===== config.mk =====
export PLATFORM = sky130hd
export DESIGN_NAME = ac8_ctrl
export DESIGN_NICKNAME = d
export VERILOG_FILES = /design/src/rtl/core/ac8_pkg.sv /design/src/rtl/core/ac8_ctrl.sv
export SDC_FILE = /design/constraint.sdc
export NUM_CORES = 1
export LEC_CHECK = 0
export BUFFER_PORTS_ARGS = -buffer_cell sky130_fd_sc_hd__buf_4
export CAP_MARGIN = 20
export CORE_MARGIN = 4
export CORE_UTILIZATION = 47
export CTS_CLUSTER_DIAMETER = 200
export DETAILED_ROUTE_END_ITERATION = 10
export GPL_ROUTABILITY_DRIVEN = 0
export PLACE_DENSITY = 0.8
export SETUP_SLACK_MARGIN = 0.3
export SYNTH_ARGS = -nofsm -noshare
export SYNTH_HDL_FRONTEND = slang
export SYNTH_SLANG_ARGS = --single-unit
export TNS_END_PERCENT = 30

===== constraint.sdc =====
create_clock -name clk -period 2.8 [get_ports clk]
set_clock_uncertainty 0.2 [all_clocks]
set_input_delay 0.84 -clock clk [delete_from_list [all_inputs] [get_ports clk]]
set_output_delay 0.84 -clock clk [all_outputs]
set_load 0.05 [all_outputs]

===== src/rtl/core/ac8_pkg.sv =====
// Shared types, codes and constants of the 8-bit accumulator CPU.
package ac8_pkg;

    // Fixed field widths of the request and response transactions.
    localparam int BYTE_W = 8;
    localparam int ADDR_W = 11;

    // Request operation codes.
    typedef logic [1:0] req_op_t;
    localparam req_op_t OP_MEM_WR = 2'd0;
    localparam req_op_t OP_MEM_RD = 2'd1;
    localparam req_op_t OP_IO_RD  = 2'd2;
    localparam req_op_t OP_EXEC   = 2'd3;

    // Instruction opcodes (top five bits of the instruction word).
    typedef logic [4:0] opcode_t;
    localparam opcode_t OPC_WM   = 5'h01;
    localparam opcode_t OPC_RM   = 5'h02;
    localparam opcode_t OPC_BR   = 5'h03;
    localparam opcode_t OPC_RIO  = 5'h04;
    localparam opcode_t OPC_WIO  = 5'h05;
    localparam opcode_t OPC_WB   = 5'h06;
    localparam opcode_t OPC_WIB  = 5'h07;
    localparam opcode_t OPC_WACC = 5'h09;
    localparam opcode_t OPC_RACC = 5'h0B;
    localparam opcode_t OPC_SWAP = 5'h0E;
    localparam opcode_t OPC_BRLT = 5'h11;
    localparam opcode_t OPC_BRGT = 5'h12;
    localparam opcode_t OPC_BRNE = 5'h13;
    localparam opcode_t OPC_BRE  = 5'h14;
    localparam opcode_t OPC_SHR  = 5'h15;
    localparam opcode_t OPC_SHL  = 5'h16;
    localparam opcode_t OPC_XOR  = 5'h17;
    localparam opcode_t OPC_NOT  = 5'h18;
    localparam opcode_t OPC_OR   = 5'h19;
    localparam opcode_t OPC_AND  = 5'h1A;
    localparam opcode_t OPC_MUL  = 5'h1B;
    localparam opcode_t OPC_SUB  = 5'h1D;
    localparam opcode_t OPC_ADD  = 5'h1E;
    localparam opcode_t OPC_EOP  = 5'h1F;

    // Bit positions in the flag byte.
    localparam int FLAG_Z = 0;
    localparam int FLAG_C = 1;
    localparam int FLAG_S = 2;
    localparam int FLAG_O = 7;

    // Main memory address source.
    typedef enum logic [2:0] {
        ADDR_PC      = 3'd0,
        ADDR_PC_INC  = 3'd1,
        ADDR_OPERAND = 3'd2,
        ADDR_REQ     = 3'd3,
        ADDR_CLEAR   = 3'd4
    } ram_addr_sel_t;

    // Main memory write data source.
    typedef enum logic [1:0] {
        WDATA_REQ  = 2'd0,
        WDATA_MBR  = 2'd1,
        WDATA_ZERO = 2'd2
    } wdata_sel_t;

    // Commands from the controller to the datapath.
    typedef struct packed {
        logic          accept;
        logic          ram_en;
        logic          ram_we;
        ram_addr_sel_t addr_sel;
        wdata_sel_t    wdata_sel;
        logic          clear_step;
        logic          ir_hi_load;
        logic          exec;
        logic          mbr_load_ram;
        logic          rd_load;
        logic          out_load;
    } dp_cmd_t;

    // Status from the datapath to the controller.
    typedef struct packed {
        logic    halted;
        opcode_t opcode;
        logic    clear_last;
    } dp_status_t;

endpackage


===== src/rtl/core/ac8_ctrl.sv =====
// Controller state machine of the 8-bit accumulator CPU.
module ac8_ctrl (
    input  logic                clk,
    input  logic                rst_n,
    input  logic                req_valid,
    input  logic [1:0]          req_operation,
    output logic                req_ready,
    output logic                rsp_valid,
    input  logic                rsp_ready,
    input  ac8_pkg::dp_status_t status,
    output ac8_pkg::dp_cmd_t    cmd
);

    typedef enum logic [9:0] {
        ST_CLEAR    = 10'b00_0000_0001,
        ST_IDLE     = 10'b00_0000_0010,
        ST_MEM_WR   = 10'b00_0000_0100,
        ST_MEM_RD   = 10'b00_0000_1000,
        ST_RD_WAIT  = 10'b00_0001_0000,
        ST_FETCH_HI = 10'b00_0010_0000,
        ST_FETCH_LO = 10'b00_0100_0000,
        ST_EXEC     = 10'b00_1000_0000,
        ST_LOAD_WB  = 10'b01_0000_0000,
        ST_RESP     = 10'b10_0000_0000
    } state_t;

    state_t state_reg;
    state_t state_next;
    logic   out_valid_reg;
    logic   out_valid_next;

    // Next state and datapath commands.
    always_comb
    begin
        state_next = state_reg;
        cmd        = '0;
        req_ready  = 1'b0;
        case (state_reg)
            ST_CLEAR:
            begin
                cmd.ram_en     = 1'b1;
                cmd.ram_we     = 1'b1;
                cmd.addr_sel   = ac8_pkg::ADDR_CLEAR;
                cmd.wdata_sel  = ac8_pkg::WDATA_ZERO;
                cmd.clear_step = 1'b1;
                if (status.clear_last)
                begin
                    state_next = ST_IDLE;
                end
            end
            ST_IDLE:
            begin
                req_ready = 1'b1;
                if (req_valid)
                begin
                    cmd.accept = 1'b1;
                    case (req_operation)
                        ac8_pkg::OP_MEM_WR: state_next = ST_MEM_WR;
                        ac8_pkg::OP_MEM_RD: state_next = ST_MEM_RD;
                        ac8_pkg::OP_IO_RD:  state_next = ST_RESP;
                        default:            state_next = status.halted ? ST_RESP : ST_FETCH_HI;
                    endcase
                end
            end
            ST_MEM_WR:
            begin
                cmd.ram_en    = 1'b1;
                cmd.ram_we    = 1'b1;
                cmd.addr_sel  = ac8_pkg::ADDR_REQ;
                cmd.wdata_sel = ac8_pkg::WDATA_REQ;
                state_next    = ST_RESP;
            end
            ST_MEM_RD:
            begin
                cmd.ram_en   = 1'b1;
                cmd.addr_sel = ac8_pkg::ADDR_REQ;
                state_next   = ST_RD_WAIT;
            end
            ST_RD_WAIT:
            begin
                cmd.rd_load = 1'b1;
                state_next  = ST_RESP;
            end
            ST_FETCH_HI:
            begin
                cmd.ram_en   = 1'b1;
                cmd.addr_sel = ac8_pkg::ADDR_PC;
                state_next   = ST_FETCH_LO;
            end
            ST_FETCH_LO:
            begin
                cmd.ram_en     = 1'b1;
                cmd.addr_sel   = ac8_pkg::ADDR_PC_INC;
                cmd.ir_hi_load = 1'b1;
                state_next     = ST_EXEC;
            end
            ST_EXEC:
            begin
                cmd.exec   = 1'b1;
                state_next = ST_RESP;
                if (status.opcode == ac8_pkg::OPC_WM)
                begin
                    cmd.ram_en    = 1'b1;
                    cmd.ram_we    = 1'b1;
                    cmd.addr_sel  = ac8_pkg::ADDR_OPERAND;
                    cmd.wdata_sel = ac8_pkg::WDATA_MBR;
                end
                else if (status.opcode == ac8_pkg::OPC_RM)
                begin
                    cmd.ram_en   = 1'b1;
                    cmd.addr_sel = ac8_pkg::ADDR_OPERAND;
                    state_next   = ST_LOAD_WB;
                end
            end
            ST_LOAD_WB:
            begin
                cmd.mbr_load_ram = 1'b1;
                state_next       = ST_RESP;
            end
            ST_RESP:
            begin
                // The result register takes the new transaction once it is free.
                if (!out_valid_reg || rsp_ready)
                begin
                    cmd.out_load = 1'b1;
                    state_next   = ST_IDLE;
                end
            end
            default:
            begin
                state_next = ST_IDLE;
            end
        endcase
    end

    // Response valid follows the result register.
    always_comb
    begin
        if (cmd.out_load)
        begin
            out_valid_next = 1'b1;
        end
        else if (rsp_ready)
        begin
            out_valid_next = 1'b0;
        end
        else
        begin
            out_valid_next = out_valid_reg;
        end
    end

    assign rsp_valid = out_valid_reg;

    // State and valid registers.
    always_ff @(posedge clk or negedge rst_n)
    begin
        if (!rst_n)
        begin
            state_reg     <= ST_CLEAR;
            out_valid_reg <= 1'b0;
        end
        else
        begin
            state_reg     <= state_next;
            out_valid_reg <= out_valid_next;
        end
    end

endmodule


==> out/results.tsv, run 1 <==
stage	metric	value	unit
run_status	run status	complete, but fails checks	
run_status	failing checks	negative setup slack	
timing	Least-Margin Pin Slew	0.844	ns
power_and_ir_drop	sequential fraction of design power	17.6	%
finish	n_diodes	0	
detailed_routing	via/cell ratio	6.19	
detailed_routing	met1 WL	1260	um
clock_tree	hold_buf cts	0	
timing	fin. max-slew vios	0	
floorplan	row count	14	
critical_path	CP Class	reg -> out	
timing	fmax	316	MHz
synthesis	Mapped Avg Cell Area	8.93	um^2
detailed_routing	met2 wire length	1880	um
synthesis	asr flop ratio synth	100	%
floorplan	die width	48.7	um
power_and_ir_drop	Switch Pwr	0.000582	W
timing	setup TNS	-3.34	ns
timing	min Tclk post-route	3.16	ns
finish	synth-to-layout area growth	77.9	%
global_route	pin count of the biggest net entering global routing	12	
hold_path	Hold/Removal Path Class	in -> async	
critical_path	Max FO, Critical Path	2	
synthesis	count of cell types in the netlist	36	
detailed_routing	WL per Instance	22.3	um
synthesis	Top FF cell, synth	dfrtp_1	
finish	layout cells sized above 1	55.4	%
placed_design	dpl ws	-0.277	ns
timing	slack of the critical path	-0.362	ns
timing	final hold vios	0	
clock_tree	clk_lat worst skew	0.27	ns
detailed_routing	drt first pass iters	4	
synthesis	area leader, netlist	dfrtp_1	
global_route	GRT Resource Usage Total	25.4	%
synthesis	Synth area leaders	dfrtp_1, nor2b_1, and3_1	
synthesis	Post-synth EDFFs	0	
detailed_routing	Max Used Layer	met4	
critical_path	CP max stage cell	or4_4	
synthesis	gate count after technology mapping	87	
clock_tree	clk buf depth	2	
synthesis	Post-Syn Nets	100	
power_and_ir_drop	P_int	0.000622	W
critical_path	max incr delay on CP	0.58	ns
power_and_ir_drop	combinational power share	72.9	%
power_and_ir_drop	clock share of power	9.6	%
critical_path	CP cell instances	or4_4 -> nor4_4 -> and4b_4 -> a211o_4 -> o21bai_4 -> buf_8	
detailed_routing	DRT iter0 DRCs	48	
detailed_routing	Post-route DRC	0	
critical_path	CP endpoint kind	output pin	
clock_tree	Clk pin slew, worst setup/hold paths	0.08	ns
floorplan	Initial Util	50.4	%
detailed_routing	routed wl met3	251	um
critical_path	Worst R2R Start	state_reg[8]	
global_route	global-route wire length before repair	4730	um
timing	period utilization	113	%
clock_tree	H-Tree Depth	1	
timing	relative slew slack	42.3	%
placed_design	dpl hpwl	1900	um
clock_tree	Sink Count	11	
timing	final setup violation count	15	
critical_path	Critical Path AT	2.12	ns
global_route	initial antenna violation count	0	
floorplan	core area	0.00154	mm^2
finish	Fillers	71	
timing	hold_ws	0.186	ns
placed_design	IO Port Bufs	28	
power_and_ir_drop	sw frac	48.3	%
power_and_ir_drop	Pleak	0.676	nW
flow_run	max-cap violation count	0	
synthesis	Post-synth top cells	dfrtp_1, nor2_1, nor2b_1, and3_1, nand2_1	
synthesis	post-synthesis cell area	777	um^2
clock_tree	CTS Buf Count	3	
finish	Largest register FFs	10	
critical_path	Data required, critical path	1.76	ns
global_route	Congestion Overflow GR	0	
synthesis	synthesis warning total	0	
power_and_ir_drop	worst ir drop on vdd	953	uV
finish	Nets	153	
critical_path	CP Launch Type	register	
synthesis	most common cell in the netlist	dfrtp_1	
floorplan	die height	48.7	um
critical_path	crit path from	state_reg[8]	
floorplan	die area	0.00237	mm^2
clock_tree	Clk Tree Root Cell	clkbuf_4	
synthesis	area fraction of the dominant cell type after synthesis	32.2	%
detailed_routing	vias	960	
synthesis	register bit total from synthesis	11	
detailed_routing	Final ANT Viol Nets	0	
global_route	vias in the first global route	934	
clock_tree	CTS tree	done	
detailed_routing	final wirelength	3460	um
timing	unrepaired setup endpoints after global routing	true	
floorplan	# IOs	29	
synthesis	sequential share of the synthesized area	35.6	%
power_and_ir_drop	Power Dens Cells	871	mW/mm^2
## cell usage in the layout (no fill, tap or decap), types with 2 or more instances in the layout
cell,netlist,layout
nor2_2,1,2
dfrtp_2,0,2
nand3_1,4,3
buf_6,0,11
o22ai_1,2,2
clkbuf_4,0,3
nor2_1,7,5
xor2_1,3,3
nor4_4,1,2
nor2b_1,7,7
dfrtp_1,10,8
nor3b_2,0,2
nor4b_1,2,2
buf_4,2,32
o21ai_0,2,2
or4_1,2,2
nand2b_1,4,4
and4b_1,3,2
buf_8,0,8
and2_1,2,2
and3_4,0,2
nor3_1,4,3
nand2_1,5,3
and3_1,5,3
## power groups by stage
stage,Combinational [W],Sequential [W],Clock [W]
finish,0.000877,0.000212,0.000115
CTS,0.000713,0.000209,0.000111
global route,0.000923,0.000215,0.000124
detailed placement,0.000628,0.000211,0
floorplan,0.000368,0.000241,0
global placement,0.000615,0.000209,0
## layer usage
metal / track usage [%] / up-vias
met4: 6.73 / 0
li1: - / 420
met2: 48.7 / 62
met5: 0 / -
met3: 4.29 / 11
met1: 28.0 / 467
## final timing paths
| check | endpoint | slack, ns | depth (start not counted) |
|---|---|---|---|
| setup / recovery | cmd[12] | -0.36 | 6 |
| hold / removal | state_reg[8] | 0.19 | 1 |
| setup reg to reg | state_reg[1] | 0.35 | 6 |
| hold reg to reg | rsp_valid | 0.41 | 2 |
| max in group asynchronous | state_reg[0] | 1.99 | 1 |
| min in group clk | rsp_valid | 0.41 | 2 |
## layout make-up
cell class	count	area [um^2]	area share (%)
clock buffer	4	26.3	1.90
timing repair buffer	51	484	35.0
multi-input combinational	70	559	40.5
sequential	11	279	20.2
inverter	3	13.8	0.995
tap	16	20.0	1.45
## metrics by stage
stage	power, W	cells	utilization [%]	area (um^2)
floorplan	0.000609	87	-	802
global placement	0.000824	144	73.5	1130
detailed placement	0.000839	144	73.5	1130
CTS	0.00103	150	83.0	1280
global route	0.00126	155	89.7	1380
finish	0.00120	155	89.7	1380
## worst max-delay path, delay by kind of cell, from the launching register on
family          cells  cell delay (ns)
simple gates        3             1.08
flops               1             0.40
compound gates      2             0.22
buf+inv             1             0.15
## logic make-up (layout without fill, tap and decap cells)
logic type,Yosys count,in the layout,share of synthesized area [%]
AOI/OAI and AO/OA,10,10,9.34
muxes,1,1,1.29
DFF,11,11,35.6
buffers and inverters,6,58,3.86
xor gates and xnor gates,3,3,3.38
and+or+nand+nor,56,56,46.5
## timing repair
item,CTS,global route
resized for setup,26,18
endpoints found under the setup margin,15,17
endpoints found under the hold margin,0,0
setup buffers,2,5
pin swaps,5,4
Power figures use the tool's default switching activity.
==> inputs of run 2 (changes only) <==
==> constraint.sdc (replaced) <==
create_clock -name clk -period 2.8 [get_ports clk]
set_clock_uncertainty 0.2 [all_clocks]
set_input_delay 0.84 -clock clk [delete_from_list [all_inputs] [get_ports clk]]
set_output_delay 0.84 -clock clk [all_outputs]
set_load 0.005 [all_outputs]
==> run 2 against run 1 <==
Effect of this change:
- core utilization decreased by 11 points
- count of clock-buffer cells in the layout unchanged
- fmax is 1.3% higher
- global-route usage is 3.3 points lower
- combinational power decreased by 39%
- register-to-register slack gained 0.20 ns
- largest cell class unchanged
- the flow still finishes with violations (negative setup slack)
- worst hold slack lost 0.012 ns
- power decreased by 28%
- sequential share of layout area is 2.7 points higher
- flip-flop and latch count unchanged
- first-iteration DRC count decreased by 50%
- non-clock buffer count fell by 5
==> out/results.tsv, run 2 (synthesis results as in run 1) <==
stage	metric	value	unit
critical_path	CP Launch Type	register	
finish	layout cells sized above 1	48.5	%
clock_tree	clk buf depth	2	
finish	fin util	79.1	%
floorplan	Initial Util	50.4	%
critical_path	Data required, critical path	1.76	ns
floorplan	row count	14	
global_route	initial antenna violation count	0	
critical_path	worst reg2reg path endpoint	state_reg[1]	
timing	period utilization	111	%
power_and_ir_drop	worst ir drop on vdd	607	uV
finish	Largest register FFs	10	
critical_path	Register-to-Register Path Depth	6	
placed_design	IO Port Bufs	28	
detailed_routing	Final ANT Viol Nets	0	
floorplan	die area	0.00237	mm^2
floorplan	die width	48.7	um
timing	min Tclk post-route	3.12	ns
clock_tree	Sink Count	11	
floorplan	die height	48.7	um
global_route	vias in the first global route	879	
flow_run	max-cap violation count	0	
detailed_routing	vias	882	
global_route	global-route wire length before repair	4000	um
clock_tree	CTS Buf Count	3	
placed_design	dpl hpwl	1880	um
power_and_ir_drop	Pleak	0.634	nW
run_status	failing checks	negative setup slack	
critical_path	Critical Path AT	2.08	ns
timing	relative slew slack	51.3	%
detailed_routing	final wirelength	2620	um
global_route	pin count of the biggest net entering global routing	12	
detailed_routing	Post-route DRC	0	
timing	Least-Margin Pin Slew	0.712	ns
clock_tree	CTS tree	done	
timing	final setup violation count	12	
critical_path	CP Class	reg -> out	
detailed_routing	DRT iter0 DRCs	24	
floorplan	core area	0.00154	mm^2
finish	commonest non-fill, non-tap cell in the layout	buf_4	
clock_tree	Clk Tree Root Cell	clkbuf_4	
timing	setup TNS	-1.80	ns
finish	n_diodes	0	
timing	fmax	320	MHz
clock_tree	Clk pin slew, worst setup/hold paths	0.08	ns
global_route	Congestion Overflow GR	0	
clock_tree	clk_lat worst skew	0.28	ns
clock_tree	H-Tree Depth	1	
timing	unrepaired setup endpoints after global routing	true	
critical_path	FF-to-FF setup slack	0.55	ns
global_route	GRT Resource Usage Total	22.0	%
power_and_ir_drop	Power Dens Cells	709	mW/mm^2
run_status	run status	complete, but fails checks	
finish	Nets	148	
timing	fin. max-slew vios	0	
finish	synth-to-layout area growth	57.0	%
finish	Fillers	98	
detailed_routing	drt first pass iters	4	
detailed_routing	WL per Instance	17.5	um
critical_path	max incr delay on CP	0.57	ns
floorplan	# IOs	29	
timing	slack of the critical path	-0.322	ns
critical_path	Max FO, Critical Path	2	
clock_tree	hold_buf cts	0	
critical_path	CP endpoint kind	output pin	
hold_path	Hold/Removal Path Class	in -> async	
finish	highest-count cells in the layout ignoring fill and taps	buf_4, dfrtp_1, nor2b_1, nor2_1	
critical_path	CP cell instances	or4_4 -> nor4_4 -> and4b_1 -> a211o_2 -> o21bai_4 -> buf_6	
critical_path	CP max stage cell	or4_4	
detailed_routing	via/cell ratio	5.88	
placed_design	dpl ws	-0.152	ns
critical_path	Worst R2R Start	state_reg[8]	
timing	final hold vios	0	
[run 2: changes by cell type in the layout (fill, tap and decap cells not counted), moves of 2 or more]
cell     previous run  this run
and3_1              3         5
and3_4              2         0
buf_4              32        42
buf_6              11         4
buf_8               8         0
nand2_1             3         5
nor2_1              5         7
[run 2: what timing repair did]
item                       CTS  global route
setup buffers                2             0
pin swaps                    2             3
resized for setup            5            10
setup endpoints to repair   15            15
[run 2: critical path, delay by kind of cell, from the launching register on]
family          cells  cell delay, ns
compound gates      2            0.27
buf+inv             1            0.11
flops               1            0.38
simple gates        3            1.03
[run 2: cell type report]
type	count	area [um^2]	share of cell area, %
timing repair buffer	46	360	29.5
tap	16	20.0	1.64
multi-input combinational	70	523	42.9
inverter	3	11.3	0.923
sequential	11	279	22.9
clock buffer	4	26.3	2.15
[run 2: worst max path at each step]
stage / startpoint / end / depth (start not counted)
4_1_cts: state_reg[8] / cmd[12] / 6
5_1_grt: state_reg[8] / cmd[12] / 6
6_report: state_reg[8] / cmd[12] / 6
2_1_floorplan: state_reg[3] / cmd[12] / 5
3_3_place_gp: status[4] / cmd[12] / 7
3_5_place_dp: status[4] / cmd[12] / 7
[run 2: stage by stage]
step	cells	power, W	hold slack (ns)	instance area [um^2]
global route	150	0.000924	0.172	1220
floorplan	87	0.000459	0.303	777
detailed placement	144	0.000679	0.348	1110
CTS	150	0.000804	0.171	1160
global placement	144	0.000666	0.304	1110
finish	150	0.000865	0.174	1220
[run 2: power by group]
part           leakage (nW)  switching (W)  total, W  internal, W
Sequential            0.142      0.0000256  0.000213     0.000188
Clock                0.0150      0.0000634  0.000119    0.0000555
Combinational         0.477       0.000260  0.000533     0.000273
[run 2: metal layers]
metal,track usage [%],vias to the layer above,wire length [um]
li1,-,413,-
met1,25.0,409,980
met2,37.0,51,1380
met3,3.37,9,185
met4,15.7,0,79
met5,0,-,0
